--- src/sv/fhc_pkg.sv ---
// ---------------------------------------------------------------------------
// Fan hysteresis controller package
// Payload, configuration and state types, register indexes and reset values.
// ---------------------------------------------------------------------------
package fhc_pkg;

  typedef struct packed {
    logic       tick;
    logic       button_pressed;
    logic [7:0] temp_sample;
  } in_t;

  typedef struct packed {
    logic       fan_on;
    logic       is_hot;
    logic [1:0] override_mode;
    logic       sample_taken;
  } out_t;

  typedef struct packed {
    logic [7:0] hot_threshold;
    logic [7:0] cool_threshold;
    logic [7:0] cool_down_ticks;
    logic [7:0] measure_interval;
  } cfg_t;

  typedef enum logic [2:0] {
    OVR_NONE = 3'b001,
    OVR_ON   = 3'b010,
    OVR_OFF  = 3'b100
  } ovr_e;

  typedef struct packed {
    logic [7:0] time_count;
    logic [7:0] last_measure_time;
    logic [7:0] last_hot_time;
    logic       hot_flag;
    logic       button_held;
    ovr_e       override_state;
    logic       fan_state;
  } state_t;

  localparam logic [1:0] REG_HOT_THRESHOLD    = 2'd0;
  localparam logic [1:0] REG_COOL_THRESHOLD   = 2'd1;
  localparam logic [1:0] REG_COOL_DOWN_TICKS  = 2'd2;
  localparam logic [1:0] REG_MEASURE_INTERVAL = 2'd3;

  localparam logic [1:0] MODE_NONE = 2'd0;
  localparam logic [1:0] MODE_ON   = 2'd1;
  localparam logic [1:0] MODE_OFF  = 2'd2;

  localparam cfg_t CFG_RESET = '{
    hot_threshold:    8'd23,
    cool_threshold:   8'd27,
    cool_down_ticks:  8'd125,
    measure_interval: 8'd32
  };

  localparam state_t STATE_RESET = '{
    time_count:        8'd0,
    last_measure_time: 8'd0,
    last_hot_time:     8'd162,
    hot_flag:          1'b0,
    button_held:       1'b0,
    override_state:    OVR_NONE,
    fan_state:         1'b0
  };

endpackage

--- src/sv/fan_hysteresis_controller.sv ---
// A transaction is captured in the input register, its result in the result register.
// Throughput: one transaction per cycle unless the output stalls; the core is a
//   single short compare and add pass between the input and result registers.
// The input takes a new transaction while a result waits, as long as the
//   input register empties into the result register in that cycle.
// Reset: asynchronous, clears valids, loads loop state and configuration defaults.
// ---------------------------------------------------------------------------
// Fan hysteresis controller
// Fan drive with thermal hysteresis, cool-down timer and button override.
// ---------------------------------------------------------------------------
module fan_hysteresis_controller (
  input  logic          clk_i,
  input  logic          rst_ni,
  input  logic          in_valid_i,
  output logic          in_ready_o,
  input  fhc_pkg::in_t  in_data_i,
  output logic          out_valid_o,
  input  logic          out_ready_i,
  output fhc_pkg::out_t out_data_o,
  input  logic          cfg_we_i,
  input  logic [1:0]    cfg_idx_i,
  input  logic [7:0]    cfg_wdata_i
);
  import fhc_pkg::*;

  logic   in_valid_q;
  in_t    in_data_q;
  logic   out_valid_q;
  out_t   out_data_q;
  state_t state_q;
  state_t state_d;
  out_t   result_d;
  cfg_t   cfg_q;
  logic   advance;

  assign advance    = in_valid_q & (~out_valid_q | out_ready_i);
  assign in_ready_o = ~in_valid_q | advance;

  fhc_core u_core (
    .state_i  (state_q),
    .item_i   (in_data_q),
    .cfg_i    (cfg_q),
    .state_o  (state_d),
    .result_o (result_d)
  );

  always_ff @(posedge clk_i or negedge rst_ni) begin
    if (!rst_ni) begin
      in_valid_q  <= 1'b0;
      out_valid_q <= 1'b0;
      state_q     <= STATE_RESET;
      cfg_q       <= CFG_RESET;
    end else begin
      if (in_ready_o) begin
        in_valid_q <= in_valid_i;
      end
      if (advance) begin
        out_valid_q <= 1'b1;
        state_q     <= state_d;
      end else if (out_ready_i) begin
        out_valid_q <= 1'b0;
      end
      if (cfg_we_i) begin
        case (cfg_idx_i)
          REG_HOT_THRESHOLD:    cfg_q.hot_threshold    <= cfg_wdata_i;
          REG_COOL_THRESHOLD:   cfg_q.cool_threshold   <= cfg_wdata_i;
          REG_COOL_DOWN_TICKS:  cfg_q.cool_down_ticks  <= cfg_wdata_i;
          REG_MEASURE_INTERVAL: cfg_q.measure_interval <= cfg_wdata_i;
          default: ;
        endcase
      end
    end
  end

  always_ff @(posedge clk_i) begin
    if (in_ready_o && in_valid_i) begin
      in_data_q <= in_data_i;
    end
    if (advance) begin
      out_data_q <= result_d;
    end
  end

  assign out_valid_o = out_valid_q;
  assign out_data_o  = out_data_q;

endmodule

--- src/sv/fhc_core.sv ---
// ---------------------------------------------------------------------------
// Fan hysteresis controller core
// One control-loop pass: time count, sampling with hysteresis, button
// override and fan decision, as next state and result.
// ---------------------------------------------------------------------------
module fhc_core (
  input  fhc_pkg::state_t state_i,
  input  fhc_pkg::in_t    item_i,
  input  fhc_pkg::cfg_t   cfg_i,
  output fhc_pkg::state_t state_o,
  output fhc_pkg::out_t   result_o
);
  import fhc_pkg::*;

  logic [7:0] time_nxt;
  logic [7:0] since_measure;
  logic [7:0] since_hot;
  logic [7:0] cool_start;
  logic       took;
  logic       hot_nxt;
  logic       press;
  logic [7:0] hot_time_a;
  logic [7:0] hot_time_b;
  ovr_e       ovr_nxt;
  logic       fan_a;
  logic       run_fan;
  state_t     st;
  logic [1:0] mode;

  assign time_nxt      = state_i.time_count + {7'd0, item_i.tick};
  assign since_measure = time_nxt - state_i.last_measure_time;
  assign took          = since_measure >= cfg_i.measure_interval;
  assign cool_start    = time_nxt - cfg_i.cool_down_ticks;
  assign press         = item_i.button_pressed & ~state_i.button_held;

  always_comb begin
    hot_nxt = state_i.hot_flag;
    if (took) begin
      if (item_i.temp_sample > cfg_i.cool_threshold) begin
        hot_nxt = 1'b0;
      end else if (item_i.temp_sample < cfg_i.hot_threshold) begin
        hot_nxt = 1'b1;
      end
    end
  end

  assign hot_time_a = (took && hot_nxt) ? time_nxt : state_i.last_hot_time;

  always_comb begin
    ovr_nxt    = state_i.override_state;
    fan_a      = state_i.fan_state;
    hot_time_b = hot_time_a;
    if (press) begin
      case (state_i.override_state)
        OVR_NONE: begin
          ovr_nxt = OVR_ON;
          fan_a   = 1'b1;
        end
        OVR_ON: begin
          ovr_nxt = OVR_OFF;
          fan_a   = 1'b0;
        end
        default: begin
          ovr_nxt = OVR_NONE;
          if (!hot_nxt) begin
            hot_time_b = cool_start;
          end
        end
      endcase
    end
  end

  assign since_hot = time_nxt - hot_time_b;
  assign run_fan   = hot_nxt || (since_hot < cfg_i.cool_down_ticks);

  always_comb begin
    st.time_count        = time_nxt;
    st.last_measure_time = took ? time_nxt : state_i.last_measure_time;
    st.last_hot_time     = hot_time_b;
    st.hot_flag          = hot_nxt;
    st.button_held       = item_i.button_pressed;
    st.override_state    = ovr_nxt;
    st.fan_state         = fan_a;
    if (ovr_nxt == OVR_NONE) begin
      st.fan_state = run_fan;
      if (!run_fan) begin
        st.last_hot_time = cool_start;
      end
    end
  end

  always_comb begin
    case (ovr_nxt)
      OVR_NONE: mode = MODE_NONE;
      OVR_ON:   mode = MODE_ON;
      OVR_OFF:  mode = MODE_OFF;
      default:  mode = MODE_NONE;
    endcase
  end

  assign state_o                = st;
  assign result_o.fan_on        = st.fan_state;
  assign result_o.is_hot        = hot_nxt;
  assign result_o.override_mode = mode;
  assign result_o.sample_taken  = took;

endmodule

--- config.mk ---
export PLATFORM = sky130hd
export DESIGN_NAME = fan_hysteresis_controller
export DESIGN_NICKNAME = d
export VERILOG_FILES = /design/src/sv/fhc_pkg.sv /design/src/sv/fan_hysteresis_controller.sv /design/src/sv/fhc_core.sv
export SDC_FILE = /design/constraint.sdc
export NUM_CORES = 1
export LEC_CHECK = 0
export ABC_CLOCK_PERIOD_IN_PS = 7410
export BUFFER_PORTS_ARGS = -buffer_cell sky130_fd_sc_hd__buf_2
export CORE_ASPECT_RATIO = 1.25
export CORE_MARGIN = 4
export CORE_UTILIZATION = 56
export CTS_CLUSTER_SIZE = 8
export DETAILED_ROUTE_END_ITERATION = 8
export PLACE_DENSITY = 0.87
export SETUP_SLACK_MARGIN = 0.15
export SLEW_MARGIN = 20
export SYNTH_ARGS = -nofsm -noshare
export SYNTH_HDL_FRONTEND = slang
export SYNTH_SLANG_ARGS = --single-unit
--- constraint.sdc ---
create_clock -name clk_i -period 7.41 [get_ports clk_i]
set_clock_uncertainty 0.1 [all_clocks]
set_input_delay 2.223 -clock clk_i [delete_from_list [all_inputs] [get_ports clk_i]]
set_output_delay 2.223 -clock clk_i [all_outputs]
set_load 0.01 [all_outputs]
Word-level counts from Yosys, hierarchy flattened

Cells that the tools add are included.

Magnitude comparators: 4
Reductions and logical operators: 11
Div/mod/pow operators: 0
Shift operators: 0
Bitwise logic cells: 7
Muxes and demuxes: 17
Add/sub/neg operators: 4
Equality and inequality tests: 8
Multiply operators: 0

Operators with widths:

| kind               | number |
|---|---|
| $mux 8             | 6 |
| $sub 8x8->8        | 3 |
| $lt 8x8->1         | 2 |
| $reduce_and 2->1   | 5 |
| $add 8x1->8        | 1 |
| $ge 8x8->1         | 1 |
| $gt 8x8->1         | 1 |
| $mux 1             | 7 |
| $eq 3x1->1 const B | 2 |
| $eq 3x2->1 const B | 2 |
| $pmux 3 s2         | 1 |
| $eq 2x2->1 const B | 2 |
| $pmux 2 s2         | 1 |
| $eq 3x3->1 const B | 1 |
| $mux 3             | 1 |
| $not 1->1          | 3 |
| $and 1x1->1        | 2 |
| $eq 2x1->1 const B | 1 |
| $logic_and 1x1->1  | 2 |
| $logic_not 2->1    | 1 |
| $or 1x1->1         | 2 |
| $pmux 1 s2         | 1 |
| $reduce_bool 2->1  | 1 |
| $reduce_or 2->1    | 1 |
| $logic_or 1x1->1   | 1 |

ROM bits: 0
Bits in latches: 0
Memories: 0
Register bits: 79
Bits in writable memories: 0
Output and inout port bits: 7

Logic depth before layout (Yosys ltp)

Word-level depth: 14
Depth in mapped cells: 39
Gate-level depth less buffers: 38

By module

From an unflattened synthesis, not the netlist that was laid out.

Cell total of the unflattened synthesis: 496
Area, all modules: 5,378.9 um^2

Modules (own cells, without submodules):

| module                    | cells each | area an instance (um^2) | instances | seq. area each (um^2) |
|---|---|---|---|---|
| fan_hysteresis_controller | 155        | 2,880.3                 | 1         | 2,075.7 |
| fhc_core                  | 341        | 2,498.6                 | 1         | 0.0 |

Worst setup path before layout

OpenSTA, ideal clock, no wires.

Path kind: reg2reg
Start point: register in_data_q[9] (netlist bit)
End point: register state_q[13] (netlist bit)
Path buffers: 2
Required time: 7.228 ns
Data arrival time: 7.165 ns
Period minus slack after synthesis: 7.347 ns
Path slack: 0.063 ns
Cell stages (with the launch flop): 37
Library setup time: 0.082 ns
Cells stage by stage: edfxtp_1 ha_1 ha_1 xnor2_1 inv_1 ha_1 o21ai_0 nand2b_1 a21oi_1 nor2b_1 o21ai_0 nand2b_1 a21oi_1 xnor2_1 ha_1 nand2_1 nor2_1 a31oi_4 o21ai_2 a21o_1 buf_2 buf_1 mux2i_1 ha_1 a211oi_1 a221o_1 or4b_1 a31o_1 o311ai_2 xnor2_1 ha_1 o21a_1 o21a_1 o21a_1 o221ai_1 a31oi_1 mux2_2

RTL lines:

| element                | RTL line                        | source |
|---|---|---|
| from (decl)            | fan_hysteresis_controller.sv:27 | `in_t in_data_q;` |
| from (signal assigned) | fan_hysteresis_controller.sv:77 | `in_data_q <= in_data_i;` |
| to (signal assigned)   | fan_hysteresis_controller.sv:59 | `state_q <= state_d;` |
| to (decl)              | fan_hysteresis_controller.sv:30 | `state_t state_q;` |

==> results.txt <==
Status: finished, final reports clean
Met3 Usage GRT: 4.57%
GPL Wtd Cong: 0.908
Top cells by count, synth: nand2_1, ha_1, inv_1, dfrtp_1, nor2_1
EDFF count, synth: 15
GRT overflow: 0
Vias in the first global route: 4182
Antenna violations before repair: 0
Worst-Margin Slew: 0.984 ns
CTS Root Cell: clkbuf_16
Finished Layout Cells: 716
Comb power frac: 65.5%
Setup crit end kind: register
Mapped Avg Cell Area: 9.80 µm²
# hold bufs at CTS: 0
Ys Warns: 0
Async SR Flop Fraction: 81.0%
Core Rows: 39
Peak VDD IR: 0.275 mV
Met1 usage: 29.5%
Ports: 32
Htree depth: 3
Die H: 116 µm
DRC: 0
Die width: 94.5 µm
Initial DRT Pass Iterations: 5
Sequential share of power: 20.2%
Flops & latches, synth: 79
Synthesis-to-layout area growth: 16.8%
CTS sink cnt: 79
DRT Wirelength: 13.0 mm
HPWL Detailed: 9.16 mm
Mapped Area: 0.00524 mm²
Max Freq: 0.141 GHz
Final setup vio count: 0
Fraction of layout cells with a size suffix above 1: 26.0%
Most frequent cell after synthesis: nand2_1
Largest net degree at the start of global routing: 65
Initial Util: 57.5%
Final hold vios: 0
Crit start category: register
Clock network fraction of total power: 14.3%
Vias: 4192
Worst hold slack: 0.370 ns
Synth area leaders: dfrtp_1, ha_1, dfstp_2
Power per cell area: 536 mW/mm²
WS Path Type: reg2reg
Fin nets: 667
Final min period: 7.09 ns
Relative slew slack: 34.3%
Critical path data required time: 7.56 ns
Busiest grt layer: met2
Biggest area consumer among synthesized cells: dfrtp_1
First-pass GRT wire length: 20.7 mm
DRT iter0 DRCs: 315
Post-synth cell types: 64
Vias per cell: 5.85
Top FF cell, synth: dfrtp_1
Max Cap Viol: 0
Synth Instances: 535
Tcrit/Tclk final: 95.7%
Slew Limit Fails: 0
Type of the worst min-delay path: reg2reg
ANT nets after route: 0
Syn_nets: 614
Clk pin slew, worst setup/hold paths: 0.06 ns
Max incr delay on CP: 0.41 ns
Slowest-stage cell, CP: edfxtp_1
Core Region: 0.00913 mm²
Seq/Total Area, Yosys: 39.6%
CTS tree: built
Sw frac: 43.6%
Worst R2R Setup Slack: 0.32 ns
Internal Pwr Total: 1.85 mW
Setup TNS: 0 ns
Met2 global-route usage: 41.0%
Port Buffers: 31
Wire length per cell: 18.2 µm
Crit path DAT: 7.24 ns
Top-area cell type share of the netlist area: 21.5%
Max FO, Critical Path: 18
Maximum buffer depth of the clock tree: 2
GRT Resource Usage Total: 24.7%
DP Cell Count: 690
N_diodes: 0
Clock Latency Late Sink: 0.34 ns
Cts bufs inserted: 9
Psw: 1.43 mW
DIE AREA: 0.0110 mm²
Leakage: 2.76 nW
-- registers in the layout (all words and copies together) (netlist names) --
name and count:
in_data_q 10, cfg_q 32, out_data_o 5, state_q 30
out_valid_o 1, in_valid_q 1
-- placed cells by master (no fill, tap or decap), types with 3 or more instances in the layout --
| cell | netlist | layout |
|---|---|---|
| o22ai_1 | 5 | 5 |
| buf_6 | 0 | 4 |
| nand3b_1 | 5 | 5 |
| clkbuf_16 | 0 | 9 |
| xnor2_1 | 22 | 20 |
| edfxtp_1 | 15 | 15 |
| buf_4 | 0 | 19 |
| nor2_1 | 39 | 39 |
| ha_1 | 52 | 48 |
| nand2_1 | 53 | 52 |
| nor3_1 | 6 | 5 |
| mux2_2 | 33 | 33 |
| dfrtp_1 | 45 | 45 |
| o21ai_0 | 25 | 23 |
| dfstp_2 | 19 | 19 |
| xor2_1 | 7 | 6 |
| inv_1 | 51 | 51 |
| a21o_1 | 7 | 7 |
| nor2b_1 | 8 | 8 |
| o21a_1 | 9 | 9 |
| buf_2 | 2 | 31 |
| nand3_1 | 12 | 12 |
| a21oi_1 | 30 | 27 |
| a31oi_1 | 5 | 4 |
| nand2b_1 | 13 | 13 |
| a21oi_2 | 0 | 3 |
| o21ai_1 | 10 | 10 |
-- area by class of cell --
type / count / area [µm²]
multi-input combinational: 391 / 3030
fill: 629 / 3000
sequential: 79 / 2080
timing repair buffer: 54 / 343
clock buffer: 11 / 233
inverter: 53 / 201
tap: 123 / 154
clock inverter: 5 / 82.6
-- power by group through the flow --
stage          combinational (mW)  sequential (mW)  clock (mW)
3_5_place_dp                 1.85            0.663           0
4_1_cts                      1.95            0.658       0.471
3_3_place_gp                 1.79            0.659           0
2_1_floorplan                1.45            0.637           0
5_1_grt                      2.36            0.676       0.493
6_report                     2.15            0.663       0.469
-- metrics by stage --
stage               total power, mW  setup slack (ns)  area, µm²  utilization (%)
finish                         3.28             0.316       6120             67.1
CTS                            3.08             0.174       5980             65.5
global route                   3.53           -0.0438       6120             67.1
global placement               2.45             0.346       5610             61.5
detailed placement             2.51             0.103       5610             61.5
floorplan                      2.09             0.259       5250                -
-- kinds of logic (layout without fill, tap and decap cells) --
group | count (synthesis) | after routing | share of synthesized area [%]
buf+inv | 65 | 123 | 4.75
mux | 38 | 38 | 8.16
flops | 79 | 79 | 39.6
xor+xnor | 29 | 29 | 4.84
fa+ha+maj | 56 | 56 | 13.6
simple gates | 147 | 147 | 13.1
compound gates | 121 | 121 | 16.0
-- critical path: cells and delay by family (launching register included) --
kind            cells  cell delay, ns
mux                 1            0.33
fa+ha+maj           7            1.93
simple gates        7            0.82
xor+xnor            2            0.26
buf+inv             3            0.48
flops               1            0.41
compound gates     17            2.63
-- repair_timing --
| action | in CTS | in global routing |
|---|---|---|
| setup endpoints to repair | 7 | 10 |
| resized for setup | 3 | 23 |
| pin swaps | 1 | 4 |
| setup buffers | 5 | 5 |
-- layer usage --
| layer | wire, µm | part of all wire, % |
|---|---|---|
| met3 | 526 | 4.0 |
| met4 | 815 | 6.3 |
| met1 | 5070 | 39 |
| met5 | 0 | 0 |
| met2 | 6630 | 51 |
-- worst paths after layout --
check | start | endpoint | cells past startpoint
max | in_data_q[9]$_DFFE_PP_ | state_q[12]$_DFFE_PN0P_ | 37
min | state_q[11]$_DFFE_PN1P_ | state_q[11]$_DFFE_PN1P_ | 2
max reg2reg | in_data_q[9]$_DFFE_PP_ | state_q[12]$_DFFE_PN0P_ | 37
min reg2reg | state_q[11]$_DFFE_PN1P_ | state_q[11]$_DFFE_PN1P_ | 2
max in group asynchronous | rst_ni | state_q[16]$_DFFE_PN0P_ | 2
min in group asynchronous | rst_ni | state_q[10]$_DFFE_PN0P_ | 2
No activity file was read; power rests on OpenSTA's default activity.
